<file path="src/sv/rvp_pkg.sv">
package rvp_pkg;

  localparam int unsigned QDepth = 4;
  localparam int unsigned QPtrW  = $clog2(QDepth);

  typedef enum logic [2:0] {
    PH_FIXED,
    PH_SSRC,
    PH_CSRC,
    PH_PAYHDR,
    PH_LEN,
    PH_SKIP,
    PH_TRAIL
  } phase_e;

  typedef enum logic [2:0] {
    KIND_RTP     = 3'd0,
    KIND_SSRC    = 3'd1,
    KIND_CSRC    = 3'd2,
    KIND_PAYHDR  = 3'd3,
    KIND_BLKLEN  = 3'd4,
    KIND_FRAGLEN = 3'd5,
    KIND_END     = 3'd6,
    KIND_OVF     = 3'd7
  } kind_e;

  typedef struct packed {
    logic [7:0] data_byte;
    logic       end_of_datagram;
  } in_t;

  typedef struct packed {
    kind_e       record_kind;
    logic [1:0]  version;
    logic        padding;
    logic        extension;
    logic        marker;
    logic [6:0]  payload_type;
    logic [15:0] sequence_res;
    logic [31:0] word;
    logic [1:0]  frag_type;
    logic [1:0]  data_type;
    logic [3:0]  count_or_index;
    logic        last_of_run;
  } rec_t;

  // up to two records per accepted byte, second only when the first is valid
  typedef struct packed {
    logic v0;
    logic v1;
    rec_t r0;
    rec_t r1;
  } qwr_t;

endpackage

</file>
<file path="src/sv/rtp_vorbis_payload_parser_unit.sv">
// channel   dir  handshake           payload
// input     in   push / full         in_i  (data_byte, end_of_datagram)
// result    out  empty / pop         out_o (one record, twelve fields)
//
// each byte is parsed in the cycle it is accepted; its records reach the result
// side in the next cycle and leave via a four-entry queue at one record per cycle
// while pop is high; one byte per cycle is sustained while bytes cause one record
// each and pop keeps up; a byte that completes a record and ends a datagram queues
// two, so the pop side sets the rate then; full rises when fewer than two queue
// slots are free; reset clears parser state and queue at once, no clearing pass
module rtp_vorbis_payload_parser_unit #(
  parameter int unsigned MaxDatagram = 2048
) (
  input  logic          clk_i,
  input  logic          rst_ni,
  input  logic          push,
  output logic          full,
  input  rvp_pkg::in_t  in_i,
  output logic          empty,
  input  logic          pop,
  output rvp_pkg::rec_t out_o
);

  rvp_pkg::qwr_t qwr;
  logic          acc;

  assign acc = push && !full;

  rvp_front #(
    .MaxDatagram(MaxDatagram)
  ) u_front (
    .clk_i (clk_i),
    .rst_ni(rst_ni),
    .acc_i (acc),
    .in_i  (in_i),
    .qwr_o (qwr)
  );

  rvp_queue u_queue (
    .clk_i  (clk_i),
    .rst_ni (rst_ni),
    .qwr_i  (qwr),
    .pop_i  (pop),
    .full_o (full),
    .empty_o(empty),
    .rec_o  (out_o)
  );

`ifndef SYNTHESIS
  a_eod_queues: assert property (@(posedge clk_i) disable iff (!rst_ni)
    acc && in_i.end_of_datagram |=> !empty)
    else $error("end of datagram left no record");

  a_second_needs_first: assert property (@(posedge clk_i) disable iff (!rst_ni)
    qwr.v1 |-> qwr.v0)
    else $error("second record written without first");

  a_two_only_at_eod: assert property (@(posedge clk_i) disable iff (!rst_ni)
    qwr.v1 |-> acc && in_i.end_of_datagram)
    else $error("two records from a byte that does not end a datagram");

  a_end_is_last: assert property (@(posedge clk_i) disable iff (!rst_ni)
    !empty && (out_o.record_kind == rvp_pkg::KIND_END ||
               out_o.record_kind == rvp_pkg::KIND_OVF) |-> out_o.last_of_run)
    else $error("end record not marked last");
`endif

endmodule

</file>
<file path="src/sv/rvp_front.sv">
module rvp_front #(
  parameter int unsigned MaxDatagram = 2048
) (
  input  logic          clk_i,
  input  logic          rst_ni,
  input  logic          acc_i,
  input  rvp_pkg::in_t  in_i,
  output rvp_pkg::qwr_t qwr_o
);

  localparam int unsigned CntW = $clog2(MaxDatagram);
  localparam logic [CntW-1:0] CntMax = CntW'(MaxDatagram - 1);

  rvp_pkg::phase_e phase_q, phase_d, phase_nx;
  logic [3:0]      pos_q, pos_d;
  logic [31:0]     aw_q, aw_d;
  logic [15:0]     ftb_q, ftb_d;
  logic [15:0]     seq_q, seq_d;
  logic [3:0]      csrc_tot_q, csrc_tot_d;
  logic [3:0]      ii_q, ii_d;
  logic [3:0]      pkt_tot_q, pkt_tot_d;
  logic [15:0]     skip_q, skip_d;
  logic [CntW-1:0] unused_q, unused_d;

  logic [7:0]  b;
  logic        eod;
  logic [31:0] aw_sh;
  logic [15:0] len_val;
  logic [3:0]  ii_inc;
  logic [15:0] skip_dec;
  logic        fixed_done, word_done, len_done, parse_rec;
  rvp_pkg::rec_t prec, erec;

  assign b        = in_i.data_byte;
  assign eod      = in_i.end_of_datagram;
  assign aw_sh    = {aw_q[23:0], b};
  assign len_val  = {aw_q[7:0], b};
  assign ii_inc   = ii_q + 4'd1;
  assign skip_dec = (skip_q != 16'd0) ? skip_q - 16'd1 : skip_q;

  assign fixed_done = (phase_q == rvp_pkg::PH_FIXED) && (pos_q == 4'd7);
  assign word_done  = (phase_q inside {rvp_pkg::PH_SSRC, rvp_pkg::PH_CSRC,
                                       rvp_pkg::PH_PAYHDR}) && (pos_q == 4'd3);
  assign len_done   = (phase_q == rvp_pkg::PH_LEN) && (pos_q == 4'd1);
  assign parse_rec  = fixed_done || word_done || len_done;

  // parse step, then the end-of-datagram reset on top of it
  always_comb begin
    phase_nx   = phase_q;
    pos_d      = pos_q;
    aw_d       = aw_q;
    ftb_d      = ftb_q;
    seq_d      = seq_q;
    csrc_tot_d = csrc_tot_q;
    ii_d       = ii_q;
    pkt_tot_d  = pkt_tot_q;
    skip_d     = skip_q;
    unused_d   = unused_q;
    case (phase_q)
      rvp_pkg::PH_FIXED: begin
        if (pos_q < 4'd2) begin
          ftb_d = {ftb_q[7:0], b};
        end else if (pos_q < 4'd4) begin
          seq_d = {seq_q[7:0], b};
        end else begin
          aw_d = aw_sh;
        end
        pos_d = pos_q + 4'd1;
        if (fixed_done) begin
          csrc_tot_d = ftb_q[11:8];
          phase_nx   = rvp_pkg::PH_SSRC;
          pos_d      = '0;
          aw_d       = '0;
        end
      end
      rvp_pkg::PH_SSRC, rvp_pkg::PH_CSRC, rvp_pkg::PH_PAYHDR: begin
        aw_d  = aw_sh;
        pos_d = pos_q + 4'd1;
        if (word_done) begin
          pos_d = '0;
          aw_d  = '0;
          if (phase_q == rvp_pkg::PH_SSRC) begin
            ii_d     = '0;
            phase_nx = (csrc_tot_q != 4'd0) ? rvp_pkg::PH_CSRC : rvp_pkg::PH_PAYHDR;
          end else if (phase_q == rvp_pkg::PH_CSRC) begin
            ii_d     = ii_inc;
            phase_nx = (ii_inc >= csrc_tot_q) ? rvp_pkg::PH_PAYHDR : rvp_pkg::PH_CSRC;
          end else begin
            pkt_tot_d = b[3:0];
            ii_d      = '0;
            phase_nx  = rvp_pkg::PH_LEN;
          end
        end
      end
      rvp_pkg::PH_LEN: begin
        aw_d  = {16'd0, len_val};
        pos_d = pos_q + 4'd1;
        if (len_done) begin
          pos_d  = '0;
          aw_d   = '0;
          skip_d = len_val;
          if (pkt_tot_q != 4'd0) begin
            ii_d = ii_inc;
          end
          if (len_val != 16'd0) begin
            phase_nx = rvp_pkg::PH_SKIP;
          end else if (pkt_tot_q == 4'd0 || ii_inc >= pkt_tot_q) begin
            phase_nx = rvp_pkg::PH_TRAIL;
          end else begin
            phase_nx = rvp_pkg::PH_LEN;
          end
        end
      end
      rvp_pkg::PH_SKIP: begin
        skip_d = skip_dec;
        if (skip_dec == 16'd0) begin
          pos_d    = '0;
          aw_d     = '0;
          phase_nx = (pkt_tot_q == 4'd0 || ii_q >= pkt_tot_q) ?
                     rvp_pkg::PH_TRAIL : rvp_pkg::PH_LEN;
        end
      end
      rvp_pkg::PH_TRAIL: begin
        if (unused_q < CntMax) begin
          unused_d = unused_q + CntW'(1);
        end
      end
      default: begin
        phase_nx = rvp_pkg::PH_FIXED;
      end
    endcase
  end

  assign phase_d = eod ? rvp_pkg::PH_FIXED : phase_nx;

  // record outputs
  always_comb begin
    prec = '0;
    if (fixed_done) begin
      prec.record_kind    = rvp_pkg::KIND_RTP;
      prec.version        = ftb_q[15:14];
      prec.padding        = ftb_q[13];
      prec.extension      = ftb_q[12];
      prec.marker         = ftb_q[7];
      prec.payload_type   = ftb_q[6:0];
      prec.sequence_res   = seq_q;
      prec.word           = aw_sh;
      prec.count_or_index = ftb_q[11:8];
    end else if (word_done) begin
      prec.word = aw_sh;
      case (phase_q)
        rvp_pkg::PH_SSRC: prec.record_kind = rvp_pkg::KIND_SSRC;
        rvp_pkg::PH_CSRC: begin
          prec.record_kind    = rvp_pkg::KIND_CSRC;
          prec.count_or_index = ii_q;
        end
        default: begin
          prec.record_kind    = rvp_pkg::KIND_PAYHDR;
          prec.word           = {8'd0, aw_sh[31:8]};
          prec.frag_type      = b[7:6];
          prec.data_type      = b[5:4];
          prec.count_or_index = b[3:0];
        end
      endcase
    end else if (len_done) begin
      prec.word = {16'd0, len_val};
      if (pkt_tot_q == 4'd0) begin
        prec.record_kind = rvp_pkg::KIND_FRAGLEN;
      end else begin
        prec.record_kind    = rvp_pkg::KIND_BLKLEN;
        prec.count_or_index = ii_q;
      end
    end
    prec.last_of_run = !eod;
  end

  always_comb begin
    erec             = '0;
    erec.last_of_run = 1'b1;
    if (phase_nx == rvp_pkg::PH_TRAIL) begin
      erec.record_kind = rvp_pkg::KIND_END;
      erec.word        = {{(32-CntW){1'b0}}, unused_d};
    end else if (phase_nx == rvp_pkg::PH_SKIP) begin
      erec.record_kind = rvp_pkg::KIND_END;
    end else begin
      erec.record_kind = rvp_pkg::KIND_OVF;
    end
  end

  always_comb begin
    qwr_o.v0 = acc_i && (parse_rec || eod);
    qwr_o.v1 = acc_i && parse_rec && eod;
    qwr_o.r0 = parse_rec ? prec : erec;
    qwr_o.r1 = erec;
  end

  always_ff @(posedge clk_i or negedge rst_ni) begin
    if (!rst_ni) begin
      phase_q    <= rvp_pkg::PH_FIXED;
      pos_q      <= '0;
      aw_q       <= '0;
      ftb_q      <= '0;
      seq_q      <= '0;
      csrc_tot_q <= '0;
      ii_q       <= '0;
      pkt_tot_q  <= '0;
      skip_q     <= '0;
      unused_q   <= '0;
    end else if (acc_i) begin
      phase_q <= phase_d;
      if (eod) begin
        pos_q      <= '0;
        aw_q       <= '0;
        ftb_q      <= '0;
        seq_q      <= '0;
        csrc_tot_q <= '0;
        ii_q       <= '0;
        pkt_tot_q  <= '0;
        skip_q     <= '0;
        unused_q   <= '0;
      end else begin
        pos_q      <= pos_d;
        aw_q       <= aw_d;
        ftb_q      <= ftb_d;
        seq_q      <= seq_d;
        csrc_tot_q <= csrc_tot_d;
        ii_q       <= ii_d;
        pkt_tot_q  <= pkt_tot_d;
        skip_q     <= skip_d;
        unused_q   <= unused_d;
      end
    end
  end

endmodule

</file>
<file path="src/sv/rvp_queue.sv">
module rvp_queue (
  input  logic          clk_i,
  input  logic          rst_ni,
  input  rvp_pkg::qwr_t qwr_i,
  input  logic          pop_i,
  output logic          full_o,
  output logic          empty_o,
  output rvp_pkg::rec_t rec_o
);

  localparam int unsigned CntW = $clog2(rvp_pkg::QDepth + 1);

  rvp_pkg::rec_t                  mem_q [rvp_pkg::QDepth];
  logic [rvp_pkg::QPtrW-1:0]      wr_ptr_q, wr_ptr_d, rd_ptr_q, rd_ptr_d;
  logic [rvp_pkg::QPtrW-1:0]      wr_ptr_1;
  logic [CntW-1:0]                cnt_q, cnt_d;
  logic [CntW-1:0]                n_wr;
  logic                           rd_fire;

  assign empty_o  = (cnt_q == '0);
  // room for two records is kept so a byte can always land both
  assign full_o   = (cnt_q > CntW'(rvp_pkg::QDepth - 2));
  assign rec_o    = mem_q[rd_ptr_q];
  assign rd_fire  = pop_i && !empty_o;
  assign wr_ptr_1 = wr_ptr_q + rvp_pkg::QPtrW'(1);
  assign n_wr     = CntW'(qwr_i.v0) + CntW'(qwr_i.v1);

  always_comb begin
    wr_ptr_d = wr_ptr_q + n_wr[rvp_pkg::QPtrW-1:0];
    rd_ptr_d = rd_ptr_q + rvp_pkg::QPtrW'(rd_fire);
    cnt_d    = cnt_q + n_wr - CntW'(rd_fire);
  end

  always_ff @(posedge clk_i) begin
    if (qwr_i.v0) begin
      mem_q[wr_ptr_q] <= qwr_i.r0;
    end
    if (qwr_i.v1) begin
      mem_q[wr_ptr_1] <= qwr_i.r1;
    end
  end

  always_ff @(posedge clk_i or negedge rst_ni) begin
    if (!rst_ni) begin
      wr_ptr_q <= '0;
      rd_ptr_q <= '0;
      cnt_q    <= '0;
    end else begin
      wr_ptr_q <= wr_ptr_d;
      rd_ptr_q <= rd_ptr_d;
      cnt_q    <= cnt_d;
    end
  end

endmodule
</file>
<file path="config.mk">
export PLATFORM = sky130hd
export DESIGN_NAME = rtp_vorbis_payload_parser_unit
export DESIGN_NICKNAME = d
export VERILOG_FILES = /design/src/sv/rvp_pkg.sv /design/src/sv/rtp_vorbis_payload_parser_unit.sv /design/src/sv/rvp_front.sv /design/src/sv/rvp_queue.sv
export SDC_FILE = /design/constraint.sdc
export NUM_CORES = 1
export LEC_CHECK = 0
export BUFFER_PORTS_ARGS = -buffer_cell sky130_fd_sc_hd__buf_2
export CAP_MARGIN = 10
export CORE_MARGIN = 8
export CORE_UTILIZATION = 56
export CTS_CLUSTER_DIAMETER = 150
export DETAILED_ROUTE_END_ITERATION = 6
export PLACE_DENSITY = 0.77
export SLEW_MARGIN = 25
export SYNTH_ARGS = -nofsm -noshare
export SYNTH_HDL_FRONTEND = slang
export SYNTH_SLANG_ARGS = --single-unit
</file>
<file path="constraint.sdc">
create_clock -name clk_i -period 3.01 [get_ports clk_i]
set_input_delay 0.602 -clock clk_i [delete_from_list [all_inputs] [get_ports clk_i]]
set_output_delay 0.602 -clock clk_i [all_outputs]
set_load 0.01 [all_outputs]
</file>
==> out/results.md, run 1 <==
Synthesis
- **post-synthesis sequential element count** 397
- **Syn Area/Cell** 9.259 um2
- **Post-synth EDFFs** 48
- **number of nets produced by synthesis** 2031
- **Post-Synthesis Cells** 1994
- **part of the Yosys area used for sequential elements** 0.4861
- **count of warnings emitted by yosys** 0
- **fraction of synthesis flops using an asynchronous set or reset pin** 0.2746
- **netlist area before placement** 18460 um2
- **Unique masters post-synth** 71
- **most used flip-flop cell after synthesis** sky130_fd_sc_hd__dfxtp_1

Clocking
- **CTS clk-pin slew, worst paths** 60 ps
- **Clock Tree Root** sky130_fd_sc_hd__clkbuf_16
- **maximum buffer depth of the clock tree** 3
- **insertion delay to the later sink of the worst-skew pair** 540 ps
- **clock tree from TritonCTS** built
- **number of clock sinks seen by CTS** 397
- **H-tree levels** 2
- **TritonCTS Buffers** 42

Floorplan
- **Cell Rows** 66
- **vertical die dimension** 197.6 um
- **placeable core region** 32540 um2
- **initial core utilization** 0.5674
- **Horiz. Die Dim** 197.6 um
- **overall die area** 39030 um2
- **I/O pins** 87

Drt
- **number of design rule violations left after detail routing** 0
- **Via Count** 16580
- **drt total wl** 57.17 mm
- **post-DR wirelength/cell** 22.25 um
- **drt pass-1 iters** 7
- **final antenna-violating net count** 0
- **DRC marker count from the first detailed-route iteration** 1912
- **average via count per standard cell** 6.453

Placed design
- **placer's final routability congestion estimate** 0.9369
- **Port Buf Inserts** 86
- **placed cells** 2488
- **sum of net half-perimeters after detailed placement** 35.80 mm
- **Setup Slack @ Placement** -178.2 ps

Power and ir drop
- **Pleak** 8.467 nW
- **Psw** 7.452 mW
- **fraction of power spent switching nets** 0.3708
- **Combinational Power Share** 0.384
- **power density normalized to cell area** 922.5 nW/um2
- **power share of the sequential group** 0.373
- **Clk pwr share** 0.243
- **cell internal pwr** 12.64 mW
- **maximum vdd drop** 0.8726 mV

Global routing
- **first-pass GRT wire length** 89.07 mm
- **GRT overflow** 0
- **vias in the first global route** 16130
- **initial antenna violation count** 0
- **GRT Overall Usage** 0.2850
- **pin count of the biggest net entering global routing** 71

Finish
- **antenna diode instance count** 0
- **final design utilization** 0.6696
- **fraction of layout instances using a drive strength above 1** 0.2101
- **Final Instance Count excl. Fillers** 2570
- **Syn-to-layout area delta** 18.00%
- **fillcell total** 2511
- **number of nets in the final layout** 2136
- **leading cell type in the layout, fill and taps excluded** sky130_fd_sc_hd__nand2_1
- **commonest cells after routing, fill and taps aside** 360 x sky130_fd_sc_hd__nand2_1, 240 x sky130_fd_sc_hd__dfxtp_1, 217 x sky130_fd_sc_hd__a21oi_1

Run status
- **violations in the final reports** setup timing
- **run status** finished, violations left

STA
- **Period Utilization, post-route** 1.003
- **setup violation total in the final timing report** 5
- **clk_skew** 13.58 ps
- **relative slew slack** 0.3788
- **count of final hold-check violations** 0
- **achievable frequency** 331.2 MHz
- **unrepaired setup endpoints after global routing** true
- **setup TNS after final layout** -27.89 ps
- **Tmin final** 3019 ps
- **number of pins with negative max-slew slack in the final report** 0
- **least setup slack across all paths after layout** -9.207 ps
- **transition time at the pin with the least slew margin** 922.1 ps

Worst setup path
- **total buffers and inverters traversed by the critical path** 2
- **slowest library cell on the worst path** sky130_fd_sc_hd__or4_4
- **data arrival time of the worst path** 3270 ps
- **path type of the worst setup path** reg -> reg
- **Critical Path End Type** register
- **largest driver fanout on the critical path** 8
- **Worst R2R Start** u_front.skip_q[1]
- **required time reported for the critical path endpoint** 3260 ps
- **critical path cell sequence** or4_4 -> or3_4 -> nor3_4 -> o32ai_4 -> nand4_1 -> buf_4 -> nand2_4 -> a22oi_2 -> buf_6 -> o22ai_2
- **kind of cell adding the most delay to the critical path** simple AND/OR/NAND/NOR gates
- **startpoint of the worst setup timing path** u_front.skip_q[1]
- **type of element launching the critical path** register
- **delay of the slowest critical-path stage** 540 ps

Flow run
- **Maximum Capacitance Violations** 0

Min path
- **type of the most critical hold path** in -> async

[power by group through the flow]
stage | combinational, mW | clock, mW | sequential [mW]
global route | 8.37 | 5.12 | 7.59
CTS | 7.37 | 4.90 | 7.45
finish | 7.72 | 4.88 | 7.50
global placement | 7.07 | 0 | 7.48
floorplan | 4.81 | 0 | 6.98
detailed placement | 7.20 | 0 | 7.55
[registers in the layout (all words and copies together) (netlist names)]
register and flops:
u_front.seq_q 16, u_front.unused_q 11, u_front.ii_q 4, u_front.skip_q 16, u_queue.wr_ptr_q 2, u_queue.mem_q 288
u_front.pkt_tot_q 4, u_front.pos_q 4, u_front.csrc_tot_q 4, u_front.aw_q 24, u_queue.cnt_q 3, u_queue.rd_ptr_q 2
u_front.ftb_q 16, u_front.phase_q 3
[metal layers]
layer | vias up | track usage | part of all wire
met5 | - | 0 | 0
met4 | 0 | 0.1023 | 0.027
met3 | 129 | 0.04225 | 0.094
met2 | 981 | 0.4661 | 0.48
met1 | 8042 | 0.3826 | 0.40
li1 | 7431 | - | -
[kinds of logic after synthesis]
group / count (synthesis) / share of synthesized area
muxes: 85 / 0.09529
buffers and inverters: 192 / 0.04026
DFF: 397 / 0.4861
AOI/OAI and AO/OA: 516 / 0.1710
xor gates and xnor gates: 15 / 0.007116
adders and majority gates: 24 / 0.01667
and+or+nand+nor: 765 / 0.1836
[Yosys cell counts, types with 30 or more instances]
cell                       count  share of area
sky130_fd_sc_hd__a211oi_1     53          0.022
sky130_fd_sc_hd__o21ai_0      67          0.018
sky130_fd_sc_hd__nor2_1      129          0.026
sky130_fd_sc_hd__edfxtp_1     48          0.078
sky130_fd_sc_hd__o22ai_1      45          0.015
sky130_fd_sc_hd__a22oi_1      30          0.012
sky130_fd_sc_hd__dfxtp_1     240           0.26
sky130_fd_sc_hd__clkbuf_1    140          0.028
sky130_fd_sc_hd__a21oi_1     220          0.060
sky130_fd_sc_hd__nand3_1     159          0.043
sky130_fd_sc_hd__mux4_2       72          0.088
sky130_fd_sc_hd__nand2_1     364          0.074
sky130_fd_sc_hd__dfrtp_1     109           0.15
[through the flow]
step	power (mW)	area [um2]	hold WS (ps)
after floorplan	11.79	18510	306.4
after global placement	14.55	20160	438.4
after detailed placement	14.75	20160	443.8
after CTS	19.71	21510	123.6
after global routing	21.08	21780	136.6
final	20.10	21780	89.61
[final timing paths]
check | endpoint | slack, ps | cells after the start
min in group clk_i | u_queue.mem_q[2][34] | 450 | 2
min reg2reg | u_queue.mem_q[2][34] | 450 | 2
max | u_queue.mem_q[0][15] | -9 | 10
min | u_queue.rd_ptr_q[0] | 90 | 1
max in group asynchronous | u_front.aw_q[9] | 2160 | 2
max reg2reg | u_queue.mem_q[0][15] | -9 | 10
[layout make-up]
cell class	instances	area, um2	share of cell area
multi-input cells	1405	9115	0.4184
flip-flops and latches	397	8984	0.4124
repair buffers	225	1759	0.08075
clock buffers	56	1135	0.05209
well taps	442	553.0	0.02539
clock inverters	17	133.9	0.006146
inverters	28	105.1	0.004825
[worst register-to-register path: stages, from the launching register on]
cell and delay [ps]:
sky130_fd_sc_hd__dfrtp_1 420, sky130_fd_sc_hd__or4_4 540, sky130_fd_sc_hd__or3_4 420, sky130_fd_sc_hd__nor3_4 300, sky130_fd_sc_hd__o32ai_4 130, sky130_fd_sc_hd__nand4_1 200, sky130_fd_sc_hd__buf_4 160, sky130_fd_sc_hd__nand2_4 60
sky130_fd_sc_hd__a22oi_2 230, sky130_fd_sc_hd__buf_6 190, sky130_fd_sc_hd__o22ai_2 100
[timing repair]
action	in CTS	in global routing
pin swaps	5	26
buffers inserted	1	10
hold buffers	0	0
endpoints found under the setup margin	67	75
cloned	0	1
gates resized for setup	15	46
Power figures use the tool's default switching activity.
==> run 2: changes to the inputs <==
SKIP_LAST_GASP = 1   (was unset)
==> run 2 against run 1 <==
  * The run ends with DRC left
  * Power is 0.10% lower
  * Clock skew about the same
  * Clock-buffer cell count stayed put
  * Clock power barely moved
  * Combinational power about the same
  * Maximum frequency is 0.45% higher
  * Routed wire length barely moved
  * Via count rose by 0.37%
  * Hold slack improved by 2.3 ps
  * Critical endpoint unchanged
  * Largest power group unchanged
==> out/results.md, run 2 (synthesis gave the netlist of run 1 again) <==
Floorplan
- **placeable core region** 32540 um2, unchanged
- **I/O pins** 87, unchanged
- **vertical die dimension** 197.6 um, unchanged
- **initial core utilization** 0.5674, unchanged
- **overall die area** 39030 um2, unchanged
- **Cell Rows** 66, unchanged
- **Horiz. Die Dim** 197.6 um, unchanged

Global routing
- **GRT Overall Usage** 0.2850, unchanged
- **pin count of the biggest net entering global routing** 71, unchanged
- **vias in the first global route** 16130, unchanged
- **initial antenna violation count** 0, unchanged
- **first-pass GRT wire length** 89.07 mm, unchanged
- **GRT overflow** 0, unchanged

Placed design
- **Port Buf Inserts** 86, unchanged
- **placed cells** 2488, unchanged
- **placer's final routability congestion estimate** 0.9369, unchanged
- **sum of net half-perimeters after detailed placement** 35.80 mm, unchanged

Clocking
- **maximum buffer depth of the clock tree** 3, unchanged
- **Clock Tree Root** sky130_fd_sc_hd__clkbuf_16
- **TritonCTS Buffers** 42, unchanged
- **clock tree from TritonCTS** built
- **insertion delay to the later sink of the worst-skew pair** 540 ps, about the same
- **H-tree levels** 2, unchanged
- **cts-stage hold buffer count** 0, unchanged
- **CTS clk-pin slew, worst paths** 60 ps, about the same
- **number of clock sinks seen by CTS** 397, unchanged

Finish
- **antenna diode instance count** 0, unchanged
- **biggest regs** u_queue.mem_q x288, u_front.aw_q x24
- **largest register by flop count** u_queue.mem_q
- **leading cell type in the layout, fill and taps excluded** sky130_fd_sc_hd__nand2_1
- **commonest cells after routing, fill and taps aside** 360 x sky130_fd_sc_hd__nand2_1, 240 x sky130_fd_sc_hd__dfxtp_1, 217 x sky130_fd_sc_hd__a21oi_1
- **fraction of layout instances using a drive strength above 1** 0.2101, unchanged
- **Final Instance Count excl. Fillers** 2570, unchanged
- **number of nets in the final layout** 2136, unchanged
- **fillcell total** 2511, unchanged
- **flip-flop count of the largest register after layout** 288, unchanged
- **Syn-to-layout area delta** 18.00%, unchanged

STA
- **count of final hold-check violations** 0, unchanged
- **unrepaired setup endpoints after global routing** true
- **Period Utilization, post-route** 0.9985, -0.004521
- **setup TNS after final layout** 0 ps, +27.89 ps
- **worst hold-check slack** 91.92 ps, +2.307 ps
- **relative slew slack** 0.3873, +0.008496
- **Tmin final** 3006 ps, -13.61 ps
- **transition time at the pin with the least slew margin** 909.5 ps, -12.61 ps
- **achievable frequency** 332.7 MHz, +0.45%
- **setup violation total in the final timing report** 0, -5
- **clk_skew** 14.06 ps, +0.4751 ps
- **number of pins with negative max-slew slack in the final report** 0, unchanged

Worst setup path
- **Critical Path End Type** register
- **endpoint of the worst-slack reg-to-reg timing path** u_queue.mem_q[0][15]
- **setup slack of the worst register-to-register path** 4 ps, about the same
- **startpoint of the worst setup timing path** u_front.skip_q[0]
- **required time reported for the critical path endpoint** 3260 ps, about the same
- **data arrival time of the worst path** 3260 ps, about the same
- **CP endpoint** u_queue.mem_q[0][15]
- **path type of the worst setup path** reg -> reg
- **largest driver fanout on the critical path** 8, unchanged
- **number of cells traversed by the worst register-to-register path** 10, unchanged
- **type of element launching the critical path** register
- **Worst R2R Start** u_front.skip_q[0]

Drt
- **number of design rule violations left after detail routing** 20, +20
- **post-DR wirelength/cell** 22.23 um, about the same
- **average via count per standard cell** 6.476, +0.37%
- **Via Count** 16640, +0.37%
- **DRC marker count from the first detailed-route iteration** 1968, +2.9%
- **final antenna-violating net count** 0, unchanged
- **drt total wl** 57.13 mm, about the same
- **drt pass-1 iters** 7, unchanged

Flow run
- **Maximum Capacitance Violations** 0, unchanged

Power and ir drop
- **power density normalized to cell area** 921.5 nW/um2, -0.10%
- **Pleak** 8.467 nW, about the same
- **maximum vdd drop** 0.8643 mV, -0.95%
- **sum of internal, switching and leakage power** 20.08 mW, -0.10%

Min path
- **type of the most critical hold path** in -> async

Run status
- **run status** finished, violations left
- **violations in the final reports** DRC

-- run 2: cell counts in the layout (fill, tap and decap cells not counted) --
No cell type changed its count.
-- run 2: layout make-up --
type	instances	area, um2	share of cell area
Multi-Input combinational cell	1405	9115	0.4184
Sequential cell	397	8984	0.4124
Timing Repair Buffer	225	1759	0.08075
Clock buffer	56	1135	0.05209
Tap cell	442	553.0	0.02539
Clock inverter	17	133.9	0.006146
Inverter	28	105.1	0.004825
-- run 2: worst min-delay path by stage --
stage,depth (start not counted),slack [ps],end,start
final,1,90,u_queue.rd_ptr_q[1],rst_ni
after global routing,1,140,u_queue.rd_ptr_q[0],rst_ni
after CTS,1,120,u_queue.rd_ptr_q[0],rst_ni
after detailed placement,2,440,u_queue.mem_q[3][8],u_queue.mem_q[3][8]
after global placement,2,440,u_queue.mem_q[2][34],u_queue.mem_q[2][34]
after floorplan,0,310,u_front.aw_q[0],rst_ni
-- run 2: layer usage --
layer / vias to the layer above / global-route usage / wire length (um)
met1: 8115 / 0.3826 / 22900
met2: 980 / 0.4661 / 27260
met4: 0 / 0.1023 / 1479
li1: 7427 / - / -
met5: - / 0 / 0
met3: 122 / 0.04225 / 5496
-- run 2: worst max-delay path: stages (launching register included) --
cell                      delay [ps]
sky130_fd_sc_hd__dfrtp_1         400
sky130_fd_sc_hd__or4_4           550
sky130_fd_sc_hd__or3_4           420
sky130_fd_sc_hd__nor3_4          300
sky130_fd_sc_hd__o32ai_4         130
sky130_fd_sc_hd__nand4_1         200
sky130_fd_sc_hd__buf_4           160
sky130_fd_sc_hd__nand2_4          60
sky130_fd_sc_hd__a22oi_2         220
sky130_fd_sc_hd__buf_6           180
sky130_fd_sc_hd__o22ai_2         100
-- run 2: per-stage QoR --
stage | util | cell area [um2] | setup slack [ps]
after global routing | 0.6696 | 21780 | -153.7
after detailed placement | 0.6196 | 20160 | -178.2
final | 0.6696 | 21780 | 4.400
after floorplan | - | 18510 | 7.034
after global placement | 0.6195 | 20160 | -68.56
after CTS | 0.6610 | 21510 | 0.5285
-- run 2: power by group --
group | internal, mW | switching [mW] | total [mW]
Combinational | 3.56 | 4.15 | 7.71
Sequential | 6.34 | 1.15 | 7.50
Clock | 2.74 | 2.13 | 4.87
Total | 12.6 | 7.43 | 20.1
-- run 2: repair_timing --
action / in CTS / in global routing
gates cloned: 0 / 1
resized for setup: 15 / 46
pin swaps: 5 / 22
setup buffers: 1 / 10
endpoints found under the setup margin: 67 / 75
